==> src/s2a_pkg.sv <==
// Shared types, constants and key tables for the scan code to ASCII decoder.
package s2a_pkg;

  localparam int CFG_IDX_W = 8;
  localparam int NUM_CURSOR = 4;

  // Configuration register indexes.
  localparam logic [CFG_IDX_W-1:0] REG_CURSOR_UP    = 8'd0;
  localparam logic [CFG_IDX_W-1:0] REG_CURSOR_LEFT  = 8'd1;
  localparam logic [CFG_IDX_W-1:0] REG_CURSOR_RIGHT = 8'd2;
  localparam logic [CFG_IDX_W-1:0] REG_CURSOR_DOWN  = 8'd3;

  localparam logic [7:0] CURSOR_UP_RST    = 8'd128;
  localparam logic [7:0] CURSOR_LEFT_RST  = 8'd129;
  localparam logic [7:0] CURSOR_RIGHT_RST = 8'd130;
  localparam logic [7:0] CURSOR_DOWN_RST  = 8'd131;

  // Raw byte and key codes.
  localparam logic [7:0] BYTE_PREFIX_E0 = 8'hE0;
  localparam logic [6:0] KEY_LSHIFT     = 7'h2A;
  localparam logic [6:0] KEY_RSHIFT     = 7'h36;
  localparam logic [6:0] KEY_CTRL       = 7'h1D;
  localparam logic [6:0] KEY_ALT        = 7'h38;
  localparam logic [6:0] KEY_CAPS       = 7'h3A;
  localparam logic [6:0] KEY_CURSOR_UP    = 7'h57;
  localparam logic [6:0] KEY_CURSOR_LEFT  = 7'h47;
  localparam logic [6:0] KEY_CURSOR_RIGHT = 7'h48;
  localparam logic [6:0] KEY_CURSOR_DOWN  = 7'h4B;
  localparam logic [6:0] TABLE_LEN        = 7'd58;

  localparam logic [7:0] CHAR_UNKNOWN = 8'h3F;

  // Modifier flag bit positions.
  localparam int FLG_LSHIFT = 0;
  localparam int FLG_RSHIFT = 1;
  localparam int FLG_LCTRL  = 2;
  localparam int FLG_RCTRL  = 3;
  localparam int FLG_LALT   = 4;
  localparam int FLG_RALT   = 5;
  localparam int FLG_CAPS   = 6;
  localparam int FLG_EXT    = 7;

  typedef logic [NUM_CURSOR-1:0][7:0] cursor_codes_t;

  typedef struct packed {
    logic       char_valid;
    logic [7:0] char_code;
    logic [7:0] flags_nxt;
  } decode_res_t;

  function automatic logic [7:0] plain_map(input logic [5:0] key);
    logic [7:0] c;
    case (key)
      6'd1:  c = 8'h1B;
      6'd2:  c = "1";
      6'd3:  c = "2";
      6'd4:  c = "3";
      6'd5:  c = "4";
      6'd6:  c = "5";
      6'd7:  c = "6";
      6'd8:  c = "7";
      6'd9:  c = "8";
      6'd10: c = "9";
      6'd11: c = "0";
      6'd12: c = "-";
      6'd13: c = "=";
      6'd14: c = 8'h08;
      6'd15: c = 8'h09;
      6'd16: c = "q";
      6'd17: c = "w";
      6'd18: c = "e";
      6'd19: c = "r";
      6'd20: c = "t";
      6'd21: c = "y";
      6'd22: c = "u";
      6'd23: c = "i";
      6'd24: c = "o";
      6'd25: c = "p";
      6'd26: c = "[";
      6'd27: c = "]";
      6'd28: c = 8'h0A;
      6'd30: c = "a";
      6'd31: c = "s";
      6'd32: c = "d";
      6'd33: c = "f";
      6'd34: c = "g";
      6'd35: c = "h";
      6'd36: c = "j";
      6'd37: c = "k";
      6'd38: c = "l";
      6'd39: c = ";";
      6'd40: c = 8'h27;
      6'd41: c = 8'h60;
      6'd43: c = 8'h5C;
      6'd44: c = "z";
      6'd45: c = "x";
      6'd46: c = "c";
      6'd47: c = "v";
      6'd48: c = "b";
      6'd49: c = "n";
      6'd50: c = "m";
      6'd51: c = ",";
      6'd52: c = ".";
      6'd53: c = "/";
      6'd57: c = 8'h20;
      default: c = CHAR_UNKNOWN;
    endcase
    return c;
  endfunction

  function automatic logic [7:0] shift_map(input logic [5:0] key);
    logic [7:0] c;
    case (key)
      6'd1:  c = 8'h1B;
      6'd2:  c = "!";
      6'd3:  c = "@";
      6'd4:  c = "#";
      6'd5:  c = "$";
      6'd6:  c = "%";
      6'd7:  c = "^";
      6'd8:  c = "&";
      6'd9:  c = "*";
      6'd10: c = "(";
      6'd11: c = ")";
      6'd12: c = "_";
      6'd13: c = "+";
      6'd14: c = 8'h08;
      6'd15: c = 8'h09;
      6'd16: c = "Q";
      6'd17: c = "W";
      6'd18: c = "E";
      6'd19: c = "R";
      6'd20: c = "T";
      6'd21: c = "Y";
      6'd22: c = "U";
      6'd23: c = "I";
      6'd24: c = "O";
      6'd25: c = "P";
      6'd26: c = "{";
      6'd27: c = "}";
      6'd28: c = 8'h0A;
      6'd30: c = "A";
      6'd31: c = "S";
      6'd32: c = "D";
      6'd33: c = "F";
      6'd34: c = "G";
      6'd35: c = "H";
      6'd36: c = "J";
      6'd37: c = "K";
      6'd38: c = "L";
      6'd39: c = ":";
      6'd40: c = 8'h22;
      6'd41: c = "~";
      6'd43: c = "|";
      6'd44: c = "Z";
      6'd45: c = "X";
      6'd46: c = "C";
      6'd47: c = "V";
      6'd48: c = "B";
      6'd49: c = "N";
      6'd50: c = "M";
      6'd51: c = "<";
      6'd52: c = ">";
      6'd57: c = 8'h20;
      default: c = CHAR_UNKNOWN;
    endcase
    return c;
  endfunction

endpackage

==> src/scancode_to_ascii_decoder.sv <==
// Top level of the scan code set 1 to ASCII decoder.
//
//   channel | ports                               | handshake
//   --------+-------------------------------------+-----------------------------
//   in      | in_scan_byte                        | in_valid / in_stall
//   out     | out_char_valid, out_char_code       | out_valid / out_stall
//   cfg     | cfg_index, cfg_wdata                | cfg_valid / cfg_ready (always 1)
//
// One word is accepted per cycle unless in_stall is high; it moves from the input
// register into the result register when the output is not stalled.
// The modifier flags update as a word moves from the input register into the
// result register, so words are decoded strictly in order.
// A stalled output holds its word; the input register still takes a word while the
// result register is empty or draining, and stalls only when both are full.
// Synchronous reset clears the flags and the pipeline valids and loads the cursor
// codes with their defaults.
module scancode_to_ascii_decoder
  import s2a_pkg::*;
(
  input  logic                 clk,
  input  logic                 rst_n,
  input  logic                 in_valid,
  output logic                 in_stall,
  input  logic [7:0]           in_scan_byte,
  output logic                 out_valid,
  input  logic                 out_stall,
  output logic                 out_char_valid,
  output logic [7:0]           out_char_code,
  input  logic                 cfg_valid,
  output logic                 cfg_ready,
  input  logic [CFG_IDX_W-1:0] cfg_index,
  input  logic [7:0]           cfg_wdata
);

  logic          s1_valid_r;
  logic [7:0]    s1_byte_r;
  logic [7:0]    flags_r;
  logic          out_valid_r;
  logic          out_char_valid_r;
  logic [7:0]    out_char_code_r;
  logic          advance;
  logic          in_take;
  cursor_codes_t cursor_codes;
  decode_res_t   dec;

  assign cfg_ready = 1'b1;

  s2a_cfg_regs u_cfg (
    .clk          (clk),
    .rst_n        (rst_n),
    .wr_en        (cfg_valid & cfg_ready),
    .wr_index     (cfg_index),
    .wr_data      (cfg_wdata),
    .cursor_codes (cursor_codes)
  );

  s2a_decode u_dec (
    .scan_byte    (s1_byte_r),
    .flags        (flags_r),
    .cursor_codes (cursor_codes),
    .res          (dec)
  );

  assign advance  = s1_valid_r & (~out_valid_r | ~out_stall);
  assign in_stall = s1_valid_r & ~advance;
  assign in_take  = in_valid & ~in_stall;

  always_ff @(posedge clk) begin
    if (!rst_n) begin
      s1_valid_r  <= 1'b0;
      out_valid_r <= 1'b0;
      flags_r     <= 8'h00;
    end else begin
      if (in_take) begin
        s1_valid_r <= 1'b1;
      end else if (advance) begin
        s1_valid_r <= 1'b0;
      end
      if (advance) begin
        out_valid_r <= 1'b1;
        flags_r     <= dec.flags_nxt;
      end else if (~out_stall) begin
        out_valid_r <= 1'b0;
      end
    end
  end

  always_ff @(posedge clk) begin
    if (in_take) begin
      s1_byte_r <= in_scan_byte;
    end
    if (advance) begin
      out_char_valid_r <= dec.char_valid;
      out_char_code_r  <= dec.char_code;
    end
  end

  assign out_valid      = out_valid_r;
  assign out_char_valid = out_char_valid_r;
  assign out_char_code  = out_char_code_r;

endmodule

==> src/s2a_cfg_regs.sv <==
// Cursor key code registers written through the configuration port.
module s2a_cfg_regs
  import s2a_pkg::*;
(
  input  logic                 clk,
  input  logic                 rst_n,
  input  logic                 wr_en,
  input  logic [CFG_IDX_W-1:0] wr_index,
  input  logic [7:0]           wr_data,
  output cursor_codes_t        cursor_codes
);

  cursor_codes_t codes_r;

  always_ff @(posedge clk) begin
    if (!rst_n) begin
      codes_r[0] <= CURSOR_UP_RST;
      codes_r[1] <= CURSOR_LEFT_RST;
      codes_r[2] <= CURSOR_RIGHT_RST;
      codes_r[3] <= CURSOR_DOWN_RST;
    end else if (wr_en) begin
      // Writes to indexes past the last register are dropped.
      case (wr_index)
        REG_CURSOR_UP:    codes_r[0] <= wr_data;
        REG_CURSOR_LEFT:  codes_r[1] <= wr_data;
        REG_CURSOR_RIGHT: codes_r[2] <= wr_data;
        REG_CURSOR_DOWN:  codes_r[3] <= wr_data;
        default: ;
      endcase
    end
  end

  assign cursor_codes = codes_r;

endmodule

==> src/s2a_decode.sv <==
// Combinational decode of one scan byte against the current modifier flags.
module s2a_decode
  import s2a_pkg::*;
(
  input  logic [7:0]    scan_byte,
  input  logic [7:0]    flags,
  input  cursor_codes_t cursor_codes,
  output decode_res_t   res
);

  logic       pressed;
  logic [6:0] key;
  logic       shift_on;
  logic [7:0] plain_c;
  logic [7:0] shift_c;
  logic       is_letter;
  logic [7:0] lookup_c;

  assign pressed  = ~scan_byte[7];
  assign key      = scan_byte[6:0];
  assign shift_on = flags[FLG_LSHIFT] | flags[FLG_RSHIFT];
  assign plain_c  = plain_map(key[5:0]);
  assign shift_c  = shift_map(key[5:0]);
  assign is_letter = (plain_c >= "a") && (plain_c <= "z");

  always_comb begin
    if (key == KEY_CURSOR_UP) begin
      lookup_c = cursor_codes[0];
    end else if (key == KEY_CURSOR_LEFT) begin
      lookup_c = cursor_codes[1];
    end else if (key == KEY_CURSOR_RIGHT) begin
      lookup_c = cursor_codes[2];
    end else if (key == KEY_CURSOR_DOWN) begin
      lookup_c = cursor_codes[3];
    end else if (key >= TABLE_LEN) begin
      lookup_c = CHAR_UNKNOWN;
    end else if (is_letter) begin
      lookup_c = (shift_on ^ flags[FLG_CAPS]) ? shift_c : plain_c;
    end else begin
      lookup_c = shift_on ? shift_c : plain_c;
    end
  end

  always_comb begin
    res.char_valid = 1'b0;
    res.char_code  = 8'h00;
    res.flags_nxt  = flags;
    // The prefix is tested on the raw byte, ahead of the key checks.
    if (scan_byte == BYTE_PREFIX_E0) begin
      res.flags_nxt[FLG_EXT] = 1'b1;
    end else if (flags[FLG_EXT]) begin
      res.flags_nxt[FLG_EXT] = 1'b0;
      if (key == KEY_CTRL) begin
        res.flags_nxt[FLG_RCTRL] = pressed;
      end else if (key == KEY_ALT) begin
        res.flags_nxt[FLG_RALT] = pressed;
      end else if (pressed) begin
        res.char_valid = 1'b1;
        res.char_code  = CHAR_UNKNOWN;
      end
    end else if (key == KEY_LSHIFT) begin
      res.flags_nxt[FLG_LSHIFT] = pressed;
    end else if (key == KEY_RSHIFT) begin
      res.flags_nxt[FLG_RSHIFT] = pressed;
    end else if (key == KEY_CTRL) begin
      res.flags_nxt[FLG_LCTRL] = pressed;
    end else if (key == KEY_ALT) begin
      res.flags_nxt[FLG_LALT] = pressed;
    end else if (key == KEY_CAPS) begin
      if (pressed) begin
        res.flags_nxt[FLG_CAPS] = ~flags[FLG_CAPS];
      end
    end else if (pressed) begin
      res.char_valid = 1'b1;
      res.char_code  = lookup_c;
    end
  end

endmodule

==> config.mk <==
export PLATFORM = sky130hd
export DESIGN_NAME = scancode_to_ascii_decoder
export DESIGN_NICKNAME = d
export VERILOG_FILES = /design/src/s2a_pkg.sv /design/src/scancode_to_ascii_decoder.sv /design/src/s2a_cfg_regs.sv /design/src/s2a_decode.sv
export SDC_FILE = /design/constraint.sdc
export NUM_CORES = 1
export LEC_CHECK = 0
export BUFFER_PORTS_ARGS = -buffer_cell sky130_fd_sc_hd__buf_4
export CAP_MARGIN = 20
export CORE_MARGIN = 10
export CORE_UTILIZATION = 30
export CTS_CLUSTER_DIAMETER = 40
export DETAILED_ROUTE_END_ITERATION = 16
export PLACE_DENSITY = 0.49
export SYNTH_ARGS = -nofsm -noshare
export SYNTH_HDL_FRONTEND = slang
export SYNTH_HIERARCHICAL = 1
export SYNTH_SLANG_ARGS = --single-unit
==> constraint.sdc <==
create_clock -name clk -period 4.6 [get_ports clk]
set_input_delay 0 -clock clk [delete_from_list [all_inputs] [get_ports clk]]
set_output_delay 0 -clock clk [all_outputs]
set_load 0.03 [all_outputs]
==> flow_summary.toml <==
[run_status]
status = "complete, no violations"

[critical_path]
crit_start = "s1_byte_r[1]$_DFFE_PP_"
critPathLaunchType = "register"
rr_startpoint = "s1_byte_r[1]$_DFFE_PP_"
slowest_stage = "edfxtp_1"
required_ps = 4650
cp_cell_sequence = "inv_1, ha_1, mux2_1, a21oi_4, nor4_2, and2_4, a41oi_2, and3_4, nor4b_1, o31ai_1"
crit_path_end_kind = "register"
cp_max_fo = 17
crit_type = "reg -> reg"
slowest_delay_ps = 630
critPathArrivalTime_ps = 3690

[sta]
finalSetupViolations = 0
clock_skew_ps = 5.14
relSlewSlack_pct = 33.3
slew_violations = 0
rsz0062_at_grt = "no"
min_period_ps = 3650
max_freq_ghz = 0.274
finalSetupTns_ps = 0
min_period_over_period_pct = 79.3
worst_pin_slew_ps = 1000
final-hold-violation-count = 0

[routing]
drtIter0Drc = 352
drc = 0
drt_wl_total_mm = 11.8
routedWlPerCell_um = 17.3
ant_nets = 0
dr.pass1.iters = 5
vias_per_cell = 5.45
dr_total_vias = 3693

[cells_and_area]
final_nets = 543
drive_above_1_share_pct = 15.7
multi_input_area_sq_um = 2590
n_fill_cell = 1364
area_growth_pct = 14.0
diodes = 0
fin_area_sq_um = 4720
regArea_sq_um = 1270

[power_and_ir_drop]
ir_worst_vdd_mv = 0.149
leakagePower_nw = 1.84
p_per_area_nw_per_um2 = 247

[cts]
clock_latency_ps = 300
clk_pin_slew_ps = 80
post_cts_buffers = 0
clock_sink_count = 55
cts_root_buf = "clkbuf_16"
cts_buffers = 5
cts-htree-levels = 2
cts_tree = "yes"
cts_max_path_buffers = 2

[global_route]
grtUsageTotal_pct = 12.4
grt-ovfl-total = 0
grt_first_pass_wirelength_mm = 18.8
grt_max_degree = 56
use_met3_pct = 2.18
grt_pass1_vias = 3627
met1_usage_pct = 16.6
antenna_found_initial = 0
grtUsageMet2_pct = 18.9
top_usage_layer = "met2"

[floorplan]
die_area_sq_um = 18900
pin_count = 41
rows = 42
initial_core_util_pct = 30.9
core_area_sq_um = 13400
die_h_um = 137
die_w_um = 137

[synth]
ys_warn_count = 6
syn-num-nets = 517
synth_cells = 475
syn_avg_cell_area_sq_um = 8.72
synth_area_sq_um = 4140

[run]
drv_cap = 0

[place]
dpl_cell_area_sq_um = 4440
numPortBuffers = 39
gp_congestion = 0.863
dp_hpwl_mm = 8.53

[min_path]
hp-class = "in -> reg"
min_from = "cfg_wdata[3]"
power by group:
part	switching (W)	total, W	internal [W]
combinational	0.000142	0.000243	0.000101
clock	0.000186	0.000394	0.000208
sequential	0.0000186	0.000530	0.000511
total	0.000347	0.00117	0.000820
critical path: cells and delay by family, from the launching register on:
family          cells  cell delay [ps]
mux                 1              270
buf+inv             1              300
compound gates      3              400
fa+ha+maj           1              550
flops               1              630
simple gates        4             1230
metal layers:
layer  wire (um)  vias up  part of all wire (%)
li1            -     1783                     -
met1        5280     1770                    45
met2        5530      118                    47
met3         604       22                   5.1
met4         345        0                   2.9
met5           0        -                     0
registers in the layout, summed over array words and instances (netlist names):
register and count:
u_cfg/cursor_codes 32, out_char_code 8, s1_byte_r 8, flags_r 4, out_char_valid 1, out_valid 1
s1_valid_r 1
stage by stage:
step	util, %	instances	setup WS, ps	hold WS (ps)	power, W
floorplan	-	475	1590	98.9	0.000707
global placement	33.1	657	1170	178	0.000772
detailed placement	33.1	657	1000	180	0.000771
CTS	35.2	678	991	17.8	0.00118
global route	35.2	678	622	36.2	0.00122
finish	35.2	678	953	26.7	0.00117
cells in the final DEF, fill, tap and decap left out, types with 3 or more instances in the layout:
master         count
dlygate4sd3_1     13
edfxtp_1          17
clkbuf_16          5
a21oi_1           15
o22ai_1            7
mux2i_1           44
or2_1              3
a22oi_1            3
dfxtp_1           38
nor2b_1           24
nor3_1            18
buf_4             43
a211oi_1           4
o31ai_1            8
mux2_1             3
nor3b_1            5
nor4b_1            4
o21a_1             4
o21ai_0           15
nand2b_1          14
inv_1              7
a31oi_1            3
or3_1              4
mux2_2             3
nand2_1           69
ha_1              13
a211o_1            3
nor4_1             7
nand3_1           12
o211ai_1           7
nor2_1            26
area by class of cell:
cell class                 count  area share, %
sequential                    55           26.9
clock buffer                   5           2.65
clock inverter                 3          0.609
inverter                       9          0.715
multi-input combinational    374           54.8
tap                          176           4.66
timing repair buffer          56           9.59
repair_timing:
item | CTS | global route
endpoints found under the hold margin | 20 | 0
hold buffers | 13 | 0
resized for setup | 0 | 0
path summary, 6_finish.rpt:
check	endpoint	slack, ps	depth (start not counted)
worst max-delay path	out_char_code[4]$_DFFE_PP_	950	10
worst min-delay path	u_cfg/cursor_codes[19]$_SDFFE_PN0P_	30	3
worst max register to register	out_char_code[4]$_DFFE_PP_	950	10
worst min register to register	u_cfg/cursor_codes[0]$_SDFFE_PN0P_	460	2
Note: power is estimated with default switching activity, not from simulation.
